===== src/hw/rtl/srt_ram.sv =====
module srt_ram #(
   parameter int WIDTH = 32,
   parameter int DEPTH = 64
) (
   input  logic                     clock,
   input  logic                     wr_en,
   input  logic [$clog2(DEPTH)-1:0] wr_addr,
   input  logic [WIDTH-1:0]         wr_data,
   input  logic [$clog2(DEPTH)-1:0] rd_addr,
   output logic [WIDTH-1:0]         rd_data
);

   logic [WIDTH-1:0] mem_ff [DEPTH];
   logic [WIDTH-1:0] rd_data_ff;

   always_ff @(posedge clock) begin
      if (wr_en) begin
         mem_ff[wr_addr] <= wr_data;
      end
      rd_data_ff <= mem_ff[rd_addr];
   end

   assign rd_data = rd_data_ff;

endmodule


===== config.mk =====
export PLATFORM = sky130hd
export DESIGN_NAME = srt_ram
export DESIGN_NICKNAME = d
export VERILOG_FILES = /design/src/hw/rtl/srt_ram.sv
export SDC_FILE = /design/constraint.sdc
export NUM_CORES = 2
export LEC_CHECK = 0
export BUFFER_PORTS_ARGS = -buffer_cell sky130_fd_sc_hd__buf_2
export CAP_MARGIN = 30
export CORE_ASPECT_RATIO = 0.5
export CORE_MARGIN = 2
export CORE_UTILIZATION = 30
export DETAILED_ROUTE_END_ITERATION = 12
export HOLD_SLACK_MARGIN = 0.05
export MAX_ROUTING_LAYER = met4
export PLACE_DENSITY = 0.44
export SETUP_SLACK_MARGIN = 0.02
export SLEW_MARGIN = 20
export SYNTH_ARGS = -nofsm -noshare
export SYNTH_HDL_FRONTEND = slang
export SYNTH_SLANG_ARGS = --single-unit
export TNS_END_PERCENT = 50

===== constraint.sdc =====
create_clock -name clock -period 10.3 [get_ports clock]
set_input_delay 1.545 -clock clock [delete_from_list [all_inputs] [get_ports clock]]
set_output_delay 1.545 -clock clock [all_outputs]
set_load 0.05 [all_outputs]

**After elaboration in Yosys (flattened, before gate mapping)**

Memories as Yosys holds them, arrays and structs flattened. A register that Yosys moved wholly into a read port is not among the register bits.
Cells that the tools add are included.
W data, S select, Z words.

- Multiplexer cells: 2

Operator list:

| operator | number |
|---|---|
| $mux W1 | 2 |

- Bits in registers: 0
- Bits in writable memories: 2048
- Output and inout port bits: 32
- Word-level logic and storage cells: 3
- Memories: 1

Memory list:

| name | words | width | read ports | clocked after memory_dff | write ports | line | text |
|---|---|---|---|---|---|---|---|
| mem_ff | 64 | 32 | 1 | 1 | 1 | 13 | `logic [WIDTH-1:0] mem_ff [DEPTH];` |

**Logic depth before layout (Yosys ltp)**

- Depth in word-level cells: 2
- Gate-level depth with buffers: 10

**Worst setup path after synthesis**

No wires, ideal clock.

- Kind: input to register
- From: input wr_addr[3]
- To: memory mem_ff[48][0] (enable)
- Library setup time: 0.461 ns
- Arrival time: 4.244 ns
- Data required time: 9.839 ns
- Setup slack: 5.595 ns
- Cell stages on the path: 4
- Path through: clkbuf_1 -> nor2b_1 -> nand4b_1 -> nor3_1

RTL lines:

| item | line | text |
|---|---|---|
| start: declaration | 7 | `input logic [$clog2(DEPTH)-1:0] wr_addr,` |
| end: declaration | 13 |  |

No word-level cell before the write port.

==> impl_metrics.ini <==
[finish]
fin_cells = 7226
seqCellArea_um2 = 62100
area_delta_synth_final_pct = 15.5
drive_above_1_share_pct = 29.9
nFillCells = 23993
mostFrequentLayoutCell = edfxtp_1
final_cell_mix = edfxtp_1, mux4_2, clkbuf_16
nets = 3612
multi_input_area_um2 = 16000

[timing]
period_share_pct = 43.5
setup_tns_ps = 0
period_minus_slack_ps = 4480
hold_viol = 0
fmax_mhz = 223
skew_ps = 31.4
finalMaxSlewViolations = 0
tightestPinTransition_ps = 1130
max-slew-margin-rel_pct = 24.1
setup_viol_count_final = 0
rsz0062_at_grt = no

[die]
start_util_pct = 30.2
rows = 132
die_h_um = 366
fp.coreArea_um2 = 260000
fp.dieArea_um2 = 266000
die_x_um = 727
ios = 78

[route]
detail-route-antenna-nets = 0
drtIter0Drc = 3916
drc = 0
drt-total-wl_mm = 227
viasPerCell = 5.03
num_vias = 36378
post_drt_wl_per_cell_um = 31.4
drt_first_pass_iters = 5

[global_route]
grt_pass1_vias = 37832
track_usage_pct = 17.3
grt_first_pass_wirelength_mm = 311
antenna_found_initial = 28
grt_start_max_net_pins = 108
overflow = 0

[yosys]
syn_area_per_cell_um2 = 23.6
synth_area_um2 = 78500
synthDistinctLibCells = 34
yosysSeqAreaShare_pct = 79.1
synthCells = 3324
synth_fp_nets = 3370
yosysWarnings = 0
ys_ff_latch = 2080

[pwr]
p_per_area_nw_per_um2 = 197
total_power_w = 0.0179
power.leakage_nw = 27.7
ir_drop_v = 0.000122

[clock_network]
post_cts_buffers = 0
cts_resized = 0
path_clk_slew_ps = 60
htreeDepth = 4
cts_tree = yes
insertion_delay_ps = 860
cts_hold_buf = 0
cts_root_buffer = clkbuf_16
numCtsBuffers = 208
clock_path_buffers = 4
clock-sinks = 2080

[worst_setup_path]
critPathLaunchType = input pin
arrival_ps = 5150
end_kind = register
path_max_fanout = 49
critPathKind = input pin to register
crit_required_ps = 10970

[outcome]
status = complete, no violations

[place]
gp_congestion = 0.743
dp_hpwl_mm = 117
placedCellCount = 6840
buffer_ports.inserted = 77

[worst_hold_path]
hold_class = register to register

[run]
cap_violations = 0
-- flip-flops by register name, indices dropped and copies added (netlist names) --
register,count
rd_data,32
mem_ff,2048
-- synth_stat cells (all sizes together) --
| cell type | count | area share, % |
|---|---|---|
| nand3 | 5 | 0.032 |
| nand4 | 2 | 0.016 |
| nor2b | 15 | 0.12 |
| dfxtp | 32 | 0.82 |
| or3 | 3 | 0.024 |
| nand4b | 1 | 0.011 |
| and3 | 4 | 0.032 |
| and2 | 2 | 0.016 |
| or3b | 5 | 0.056 |
| buf | 108 | 0.77 |
| o22ai | 84 | 0.67 |
| a22oi | 12 | 0.11 |
| edfxtp | 2048 | 78 |
| nor3 | 7 | 0.045 |
| mux2i | 93 | 1.2 |
| nand2 | 26 | 0.12 |
| a21oi | 62 | 0.40 |
| nand2b | 8 | 0.064 |
| clkbuf | 74 | 0.35 |
| a31oi | 1 | 0.0080 |
| mux4 | 544 | 16 |
| o221ai | 27 | 0.30 |
| a41o | 4 | 0.051 |
| or2 | 3 | 0.024 |
| nand3b | 5 | 0.048 |
| nor2 | 137 | 0.65 |
| o32ai | 4 | 0.045 |
| a311oi | 8 | 0.089 |
-- power breakdown --
part           switching (W)  leakage [nW]  internal [W]
clock network        0.00317          3.26       0.00435
logic               0.000659          5.72      0.000312
registers          0.0000436          18.7       0.00937
total                0.00387          27.7        0.0140
-- metrics by stage --
step           utilization (%)  hold slack [ps]  cell area (um^2)  setup WS (ps)
3_5_place_dp              32.4              848             84000           4820
2_1_floorplan                -              663             78500           5600
4_1_cts                   34.9              851             90700           5720
3_3_place_gp              32.4              788             84000           4810
6_report                  34.9              841             90700           5820
5_1_grt                   34.9              909             90700           5590
-- path summary, 6_finish.rpt --
check / startpoint / to / slack, ps / cells after the start
worst min-delay path: mem_ff[12][17] / rd_data[17] / 840 / 4
worst max-delay path: rd_addr[0] / rd_data[0] / 5820 / 7
worst max register to register: mem_ff[47][27] / rd_data[27] / 7850 / 5
worst min register to register: mem_ff[12][17] / rd_data[17] / 840 / 4
-- logic make-up after synthesis --
kind of cell | share of synthesized area [%]
AOI/OAI and AO/OA | 1.67
DFF | 79.1
and+or+nand+nor | 1.27
buffers and inverters | 1.13
muxes | 16.8
-- per-layer routing --
metal  GRT usage, %  part of all wire (%)  vias up
li1               -                     -    14786
met1           23.1                    43    20229
met2           27.3                    48     1044
met3           3.21                   6.1      319
met4           4.47                   2.6        0
met5              -                     0        -
-- worst max-delay path, stage by stage --
cell     delay (ps)
buf_8           490
buf_4           660
buf_4           480
mux4_2          550
mux4_2          560
o22ai_1         690
nor2_1          110
-- final cells by class --
class | instances | share of cell area, %
diodes | 13 | 0.0359
clock inverters | 97 | 1.05
flip-flops and latches | 2080 | 68.5
well taps | 3484 | 4.81
multi-input cells | 1062 | 17.6
repair buffers | 214 | 1.70
clock buffers | 276 | 6.27
Note: power is estimated with default switching activity, not from simulation.
