## src/hw/rtl/srt_pkg.sv

```systemverilog
package srt_pkg;

   // command codes carried in req_tuser
   localparam logic [2:0] OP_CLEAR = 3'd0;
   localparam logic [2:0] OP_ADD   = 3'd1;
   localparam logic [2:0] OP_SET   = 3'd2;
   localparam logic [2:0] OP_NORM  = 3'd3;
   localparam logic [2:0] OP_SHIFT = 3'd4;
   localparam logic [2:0] OP_SCALE = 3'd5;
   localparam logic [2:0] OP_READ  = 3'd6;
   localparam logic [2:0] OP_QUERY = 3'd7;

   // response status codes
   localparam logic [1:0] STAT_OK    = 2'd0;
   localparam logic [1:0] STAT_FULL  = 2'd1;
   localparam logic [1:0] STAT_RANGE = 2'd2;

   typedef struct packed {
      logic               scale_en;
      logic               shift_en;
      logic signed [31:0] base;
      logic signed [31:0] delta;
      logic [23:0]        factor;
   } xf_ctrl_type;

   function automatic logic signed [31:0] sat32(input logic signed [57:0] v);
      logic signed [31:0] r;
      if (v > 58'sh0_0000_7FFF_FFFF) begin
         r = 32'sh7FFF_FFFF;
      end else if (v < -58'sh0_0000_8000_0000) begin
         r = 32'sh8000_0000;
      end else begin
         r = v[31:0];
      end
      return r;
   endfunction

endpackage

```

## src/hw/rtl/srt_xform.sv

```systemverilog
module srt_xform import srt_pkg::*; (
   input  logic               clock,
   input  xf_ctrl_type        ctrl,
   input  logic signed [31:0] x_s,
   input  logic signed [31:0] x_e,
   output logic signed [31:0] y_s,
   output logic signed [31:0] y_e
);

   // registered difference or sum, then registered partial products; floor and saturate are combinational
   logic signed [31:0] x_in   [2];
   logic signed [31:0] y_out  [2];
   logic signed [32:0] d1_ff  [2];
   logic signed [31:0] v1_ff  [2];
   logic signed [31:0] v2_ff  [2];
   logic signed [45:0] plo_ff [2];
   logic signed [45:0] phi_ff [2];
   logic               scale1_ff;
   logic               scale2_ff;
   logic signed [31:0] base1_ff;
   logic signed [31:0] base2_ff;

   assign x_in[0] = x_s;
   assign x_in[1] = x_e;
   assign y_s     = y_out[0];
   assign y_e     = y_out[1];

   always_ff @(posedge clock) begin
      scale1_ff <= ctrl.scale_en;
      scale2_ff <= scale1_ff;
      base1_ff  <= ctrl.base;
      base2_ff  <= base1_ff;
   end

   for (genvar g = 0; g < 2; g++) begin : g_lane
      logic signed [32:0] sum1;
      logic signed [57:0] prod;
      logic signed [57:0] quot;
      logic signed [57:0] res;

      assign sum1 = {x_in[g][31], x_in[g]} + {ctrl.delta[31], ctrl.delta};

      always_ff @(posedge clock) begin
         d1_ff[g] <= {x_in[g][31], x_in[g]} - {ctrl.base[31], ctrl.base};
         if (ctrl.shift_en) begin
            v1_ff[g] <= sat32({{25{sum1[32]}}, sum1});
         end else begin
            v1_ff[g] <= x_in[g];
         end
         plo_ff[g] <= d1_ff[g] * $signed({1'b0, ctrl.factor[11:0]});
         phi_ff[g] <= d1_ff[g] * $signed({1'b0, ctrl.factor[23:12]});
         v2_ff[g]  <= v1_ff[g];
      end

      assign prod = {{12{plo_ff[g][45]}}, plo_ff[g]} + {phi_ff[g], 12'b0};
      assign quot = prod >>> 16;
      assign res  = quot + {{26{base2_ff[31]}}, base2_ff};
      assign y_out[g] = scale2_ff ? sat32(res) : v2_ff[g];
   end

endmodule

```

## config.mk

```make
export PLATFORM = sky130hd
export DESIGN_NAME = srt_xform
export DESIGN_NICKNAME = d
export VERILOG_FILES = /design/src/hw/rtl/srt_pkg.sv /design/src/hw/rtl/srt_xform.sv
export SDC_FILE = /design/constraint.sdc
export NUM_CORES = 2
export LEC_CHECK = 0
export ABC_AREA = 1
export BUFFER_PORTS_ARGS = -buffer_cell sky130_fd_sc_hd__buf_4
export CORE_MARGIN = 2
export CORE_UTILIZATION = 47
export CTS_CLUSTER_SIZE = 24
export DETAILED_ROUTE_END_ITERATION = 6
export GPL_TIMING_DRIVEN = 0
export MAX_ROUTING_LAYER = met4
export PLACE_DENSITY_LB_ADDON = 0.08
export RECOVER_POWER = 100
export SLEW_MARGIN = 20
export SYNTH_ARGS = -nofsm -noshare
export SYNTH_HDL_FRONTEND = slang
export SYNTH_SLANG_ARGS = --single-unit
export TNS_END_PERCENT = 10
```

## constraint.sdc

```tcl
create_clock -name clock -period 7.1 [get_ports clock]
set_clock_uncertainty 0.2 [all_clocks]
set_input_delay 0.71 -clock clock [delete_from_list [all_inputs] [get_ports clock]]
set_output_delay 0.71 -clock clock [all_outputs]
set_load 0.005 [all_outputs]
```

* Word level (Yosys, flattened, before mapping)
Memory sizes are Yosys's and may differ from the RTL's.
Index checks and enable logic that the tools add are counted.
** Operators by class
- $add $sub $neg :: 8
- Multipliers :: 4
- $lt $le $gt $ge :: 8
- Muxes and demuxes :: 17
- Bitwise logic cells :: 2
** Operators by type and width (number)
- $mux W32 :: 14
- $mul A33 B13 Y46 :: 4
- $add A58 B58 Y58 :: 2
- $add A42 B32 Y43 :: 2
- $gt A43 B32 Y1 const B :: 2
- $lt A43 B32 Y1 const B :: 2
- $add A32 B32 Y33 :: 2
- $gt A33 B32 Y1 const B :: 2
- $lt A33 B32 Y1 const B :: 2
- $sub A32 B32 Y33 :: 2
- $mux W1 :: 3
- $or A1 B1 Y1 :: 2
** Storage, ports and cells
- Bits in registers :: 66
- Memory bits (writable) :: 378
- Input port bits :: 155
- Output and inout port bits :: 64
- Memories kept :: 5
** Memory list
- phi_ff :: words 2, width 46, rd ports 2, clocked after memory_dff 0, wr ports 2, RTL line srt_xform.sv:17 : logic signed [45:0] phi_ff [2];
- plo_ff :: words 2, width 46, rd ports 2, clocked after memory_dff 0, wr ports 2, RTL line srt_xform.sv:16 : logic signed [45:0] plo_ff [2];
- d1_ff :: words 2, width 33, rd ports 2, clocked after memory_dff 0, wr ports 2, RTL line srt_xform.sv:13 : logic signed [32:0] d1_ff [2];
- v1_ff :: words 2, width 32, rd ports 2, clocked after memory_dff 0, wr ports 2, RTL line srt_xform.sv:14 : logic signed [31:0] v1_ff [2];
- v2_ff :: words 2, width 32, rd ports 2, clocked after memory_dff 0, wr ports 2, RTL line srt_xform.sv:15 : logic signed [31:0] v2_ff [2];

* Logic depth before layout (Yosys ltp)
- Depth in word-level cells :: 6
- Depth in mapped cells :: 36

* Worst setup path before layout
Ideal clock, no wire load.
- Path type :: in2reg
- From :: in ctrl[16] in the netlist's numbering
- To :: mem phi_ff[0][36]
- Setup time :: 0.112 ns
- Arrival :: 5.565 ns
- Data required time :: 6.788 ns
- Setup slack :: 1.222 ns
- Cell stages on the path :: 23
- Cells stage by stage :: clkbuf_1 buf_1 nand2_1 fa_1 inv_1 fa_1 inv_1 fa_1 inv_1 fa_1 fa_1 ha_1 nand2_1 o21ai_0 nand2_1 nand2_1 a31oi_1 o21bai_1 a21oi_1 o21ai_0 nand2_1 nand3_1 nand2_1
** RTL lines
- start, declared :: RTL line srt_xform.sv:3 : input xf_ctrl_type ctrl,
- end, declared :: RTL line srt_xform.sv:17

==> reports/metrics.yaml <==
run_status:
  outcome: "finished, violations left"
  violations: "setup timing"
drt:
  via_per_inst: 5.29
  num_vias: 77135
  avgRoutedWirePerCell_um: 23.6
  routed_wirelength_um: 344000
  drc: 0
  drt_iter0_markers: 7142
  ant_nets: 0
  firstDrtPassIters: 7
clock_network:
  h-tree-depth: 2
  clk_pin_slew_worst_paths_ns: 0.06
  numCtsBuffers: 52
  clock_latency_ns: 0.71
  cts_tree: "done"
  cts_buffer_depth: 3
  cts_root_buf: "clkbuf_16"
  cts_sinks: 420
finish:
  syn_to_final_growth_pct: 8.11
  fillers: 18421
  fin_util_pct: 51.1
  drive_gt1_share_pct: 3.92
  nets: 14401
logic_synthesis:
  synthAdderAreaFrac_pct: 43.0
  synth.area.mux_share_pct: 0
  synth_warnings: 0
  synthCells: 11860
  synth_edf_count: 0
  netlist_area_sq_um: 85400
  synth_seq_cells: 420
  synthSimpleGateAreaFrac_pct: 19.7
  synth-main-ff-cell: "dfxtp_1"
  synthDistinctLibCells: 56
  synth_xor_area_share_pct: 4.40
  yosysSeqAreaShare_pct: 9.85
  synth_top_family_by_area: "adder cells"
  synthesis.nets: 14115
  synth_compound_area_share_pct: 7.89
  async_reset_ff_share_pct: 0
  synth.avg_cell_area_sq_um: 7.20
sta:
  rsz0062_at_grt: "yes"
  finalMaxSlewViolations: 0
  hold_viol: 0
  finalWorstSetupSlack_ns: -0.0173
  setup_viol: 1
  max_freq_mhz: 141
  fin_crit_ns: 7.12
  slew-limit-headroom_pct: 17.6
  post-route-period-util_pct: 100
  worst_pin_slew_ns: 1.24
floorplanning:
  start_util_pct: 47.3
  die_w_um: 430
  die_h_um: 430
  dieArea_sq_um: 185000
  io-pin-count: 219
  std_cell_rows: 156
  core_sq_um: 181000
setup_path:
  crit_arrival_ns: 7.43
  cp_data_required_time_ns: 7.41
  critPathMaxFanout: 10
  critical_path_buf_inv_count: 6
  slowest_stage: "dfxtp_1"
  critPathTopFamily: "adder cells"
  criticalPathCategory: "flip-flop to flip-flop"
  cp-end-kind: "flip-flop"
  start_kind: "flip-flop"
  slowest_delay_ns: 0.82
  worstPathCellList: "clkbuf_1 -> nand2_1 -> fa_1 -> inv_1 -> fa_1 -> fa_1 -> inv_1 -> fa_1 -> inv_1 -> fa_1 -> ha_1 -> a21oi_1 -> inv_1 -> a21oi_1 -> a21boi_0 -> inv_1 -> a21oi_1 -> o21ai_1 -> nand3_1 -> nand2_1 -> xnor2_1"
placed_design:
  dp_hpwl_um: 297000
  portBuffers: 194
  place_congestion: 1.04
job:
  maxCapViolations: 0
grt:
  grt_pass1_wl_um: 506000
  grt_antenna_before_repair: 29
  grt_remaining_overflow: 0
  grt_start_max_net_pins: 16
  grt.total_usage_pct: 38.4
  grt_pass1_vias: 78540
worst_hold_path:
  min-delay-path-class: "flip-flop to flip-flop"
## worst reg2reg max path: stages (launching register included)
cell and delay (ns):
dfxtp_1 0.82, clkbuf_1 0.62, nand2_1 0.20, fa_1 0.59, inv_1 0.06, fa_1 0.45, fa_1 0.51, inv_1 0.06
fa_1 0.52, inv_1 0.05, fa_1 0.47, ha_1 0.42, a21oi_1 0.19, inv_1 0.09, a21oi_1 0.17, a21boi_0 0.20
inv_1 0.06, a21oi_1 0.24, o21ai_1 0.18, nand3_1 0.11, nand2_1 0.06, xnor2_1 0.67
## kinds of logic after synthesis
group           Yosys count
simple gates           4294
buf+inv                3415
fa+ha+maj              2100
compound gates         1202
xor+xnor                429
flops                   420
## state kept, by name, summed over array words and instances, names as in the netlist
register / flops
phi_ff: 92
plo_ff: 68
d1_ff: 66
v1_ff: 64
v2_ff: 64
base1_ff: 32
base2_ff: 32
scale1_ff: 1
scale2_ff: 1
## Yosys cell counts, types with 22 or more instances
library cell | instances | share of area [%]
fa_1 | 1396 | 33
a31oi_1 | 98 | 0.72
nand2_1 | 3265 | 14
o21bai_1 | 31 | 0.27
xnor2_1 | 164 | 1.7
dfxtp_1 | 420 | 9.8
xor2_1 | 265 | 2.7
o21ai_0 | 243 | 1.4
inv_1 | 3062 | 13
nor2_2 | 23 | 0.17
ha_1 | 704 | 10
nor3_1 | 51 | 0.30
a21oi_1 | 632 | 3.7
buf_2 | 22 | 0.13
nand3_1 | 182 | 1.1
nand4_1 | 65 | 0.48
o21a_1 | 48 | 0.42
buf_1 | 79 | 0.35
a21o_1 | 24 | 0.21
nor2_1 | 643 | 2.8
clkbuf_1 | 239 | 1.1
## layer usage
layer / GRT usage, % / vias to the layer above / wire length, um
met5: - / - / 0
met4: 18.8 / 0 / 21500
met2: 57.9 / 3348 / 150000
li1: - / 35621 / -
met1: 49.2 / 37469 / 141000
met3: 7.97 / 697 / 31800
## path summary, 6_finish.rpt
check                    start       endpoint  slack [ns]  cells after the start
hold reg to reg   base1_ff[22]   base2_ff[22]        0.13                      0
hold / removal    base1_ff[22]   base2_ff[22]        0.13                      0
setup reg to reg  d1_ff[0][54]  plo_ff[0][91]       -0.02                     21
setup / recovery  d1_ff[0][54]  plo_ff[0][91]       -0.02                     21
## metrics by stage
step | setup WS, ns | TNS, ns | area (sq um) | instances | hold slack [ns]
2_1_floorplan | 1.22 | 0 | 85400 | 11860 | 0.110
3_3_place_gp | -1.18 | -49.16 | 89800 | 14424 | 0.110
3_5_place_dp | -0.840 | -21.11 | 89900 | 14427 | 0.112
4_1_cts | -0.00214 | -0.00214 | 92100 | 14555 | 0.00164
5_1_grt | -0.140 | -0.644 | 92300 | 14582 | 0.128
6_report | -0.0173 | -0.0173 | 92300 | 14593 | 0.126
## repair_timing
action,CTS,global route
endpoints found under the setup margin,66,91
pin swaps,2,5
hold endpoints to repair,31,0
setup buffers,1,5
gates resized for setup,35,136
hold buffers,31,0
## area by class of cell
type	instances	area (sq um)	area share [%]
sequential	420	8420	9.12
antenna	33	82.6	0.0895
clock buffer	68	1450	1.57
inverter	3068	11500	12.5
clock inverter	30	379	0.411
tap	2370	2970	3.21
timing repair buffer	234	1770	1.92
multi-input combinational	8025	64200	69.6
buffer	345	1480	1.60
## placed cells by master (no fill, tap or decap), types with 28 or more instances in the layout
cell type,n
fa_1,1396
buf_1,64
a31oi_1,97
clkbuf_16,53
clkbuf_2,67
nand2_1,3261
buf_4,170
xnor2_1,164
dlygate4sd3_1,31
dfxtp_1,412
nor3_1,50
nor2_1,639
o21bai_1,31
nand4_1,65
a21oi_1,618
o21a_1,47
xor2_1,263
inv_1,3062
o21ai_0,232
o21ai_1,28
clkbuf_1,212
nand3_1,181
diode_2,33
ha_1,701
Power is not shown: default switching activity piles up to over one toggle a cycle in this logic, so the estimate is an artifact.
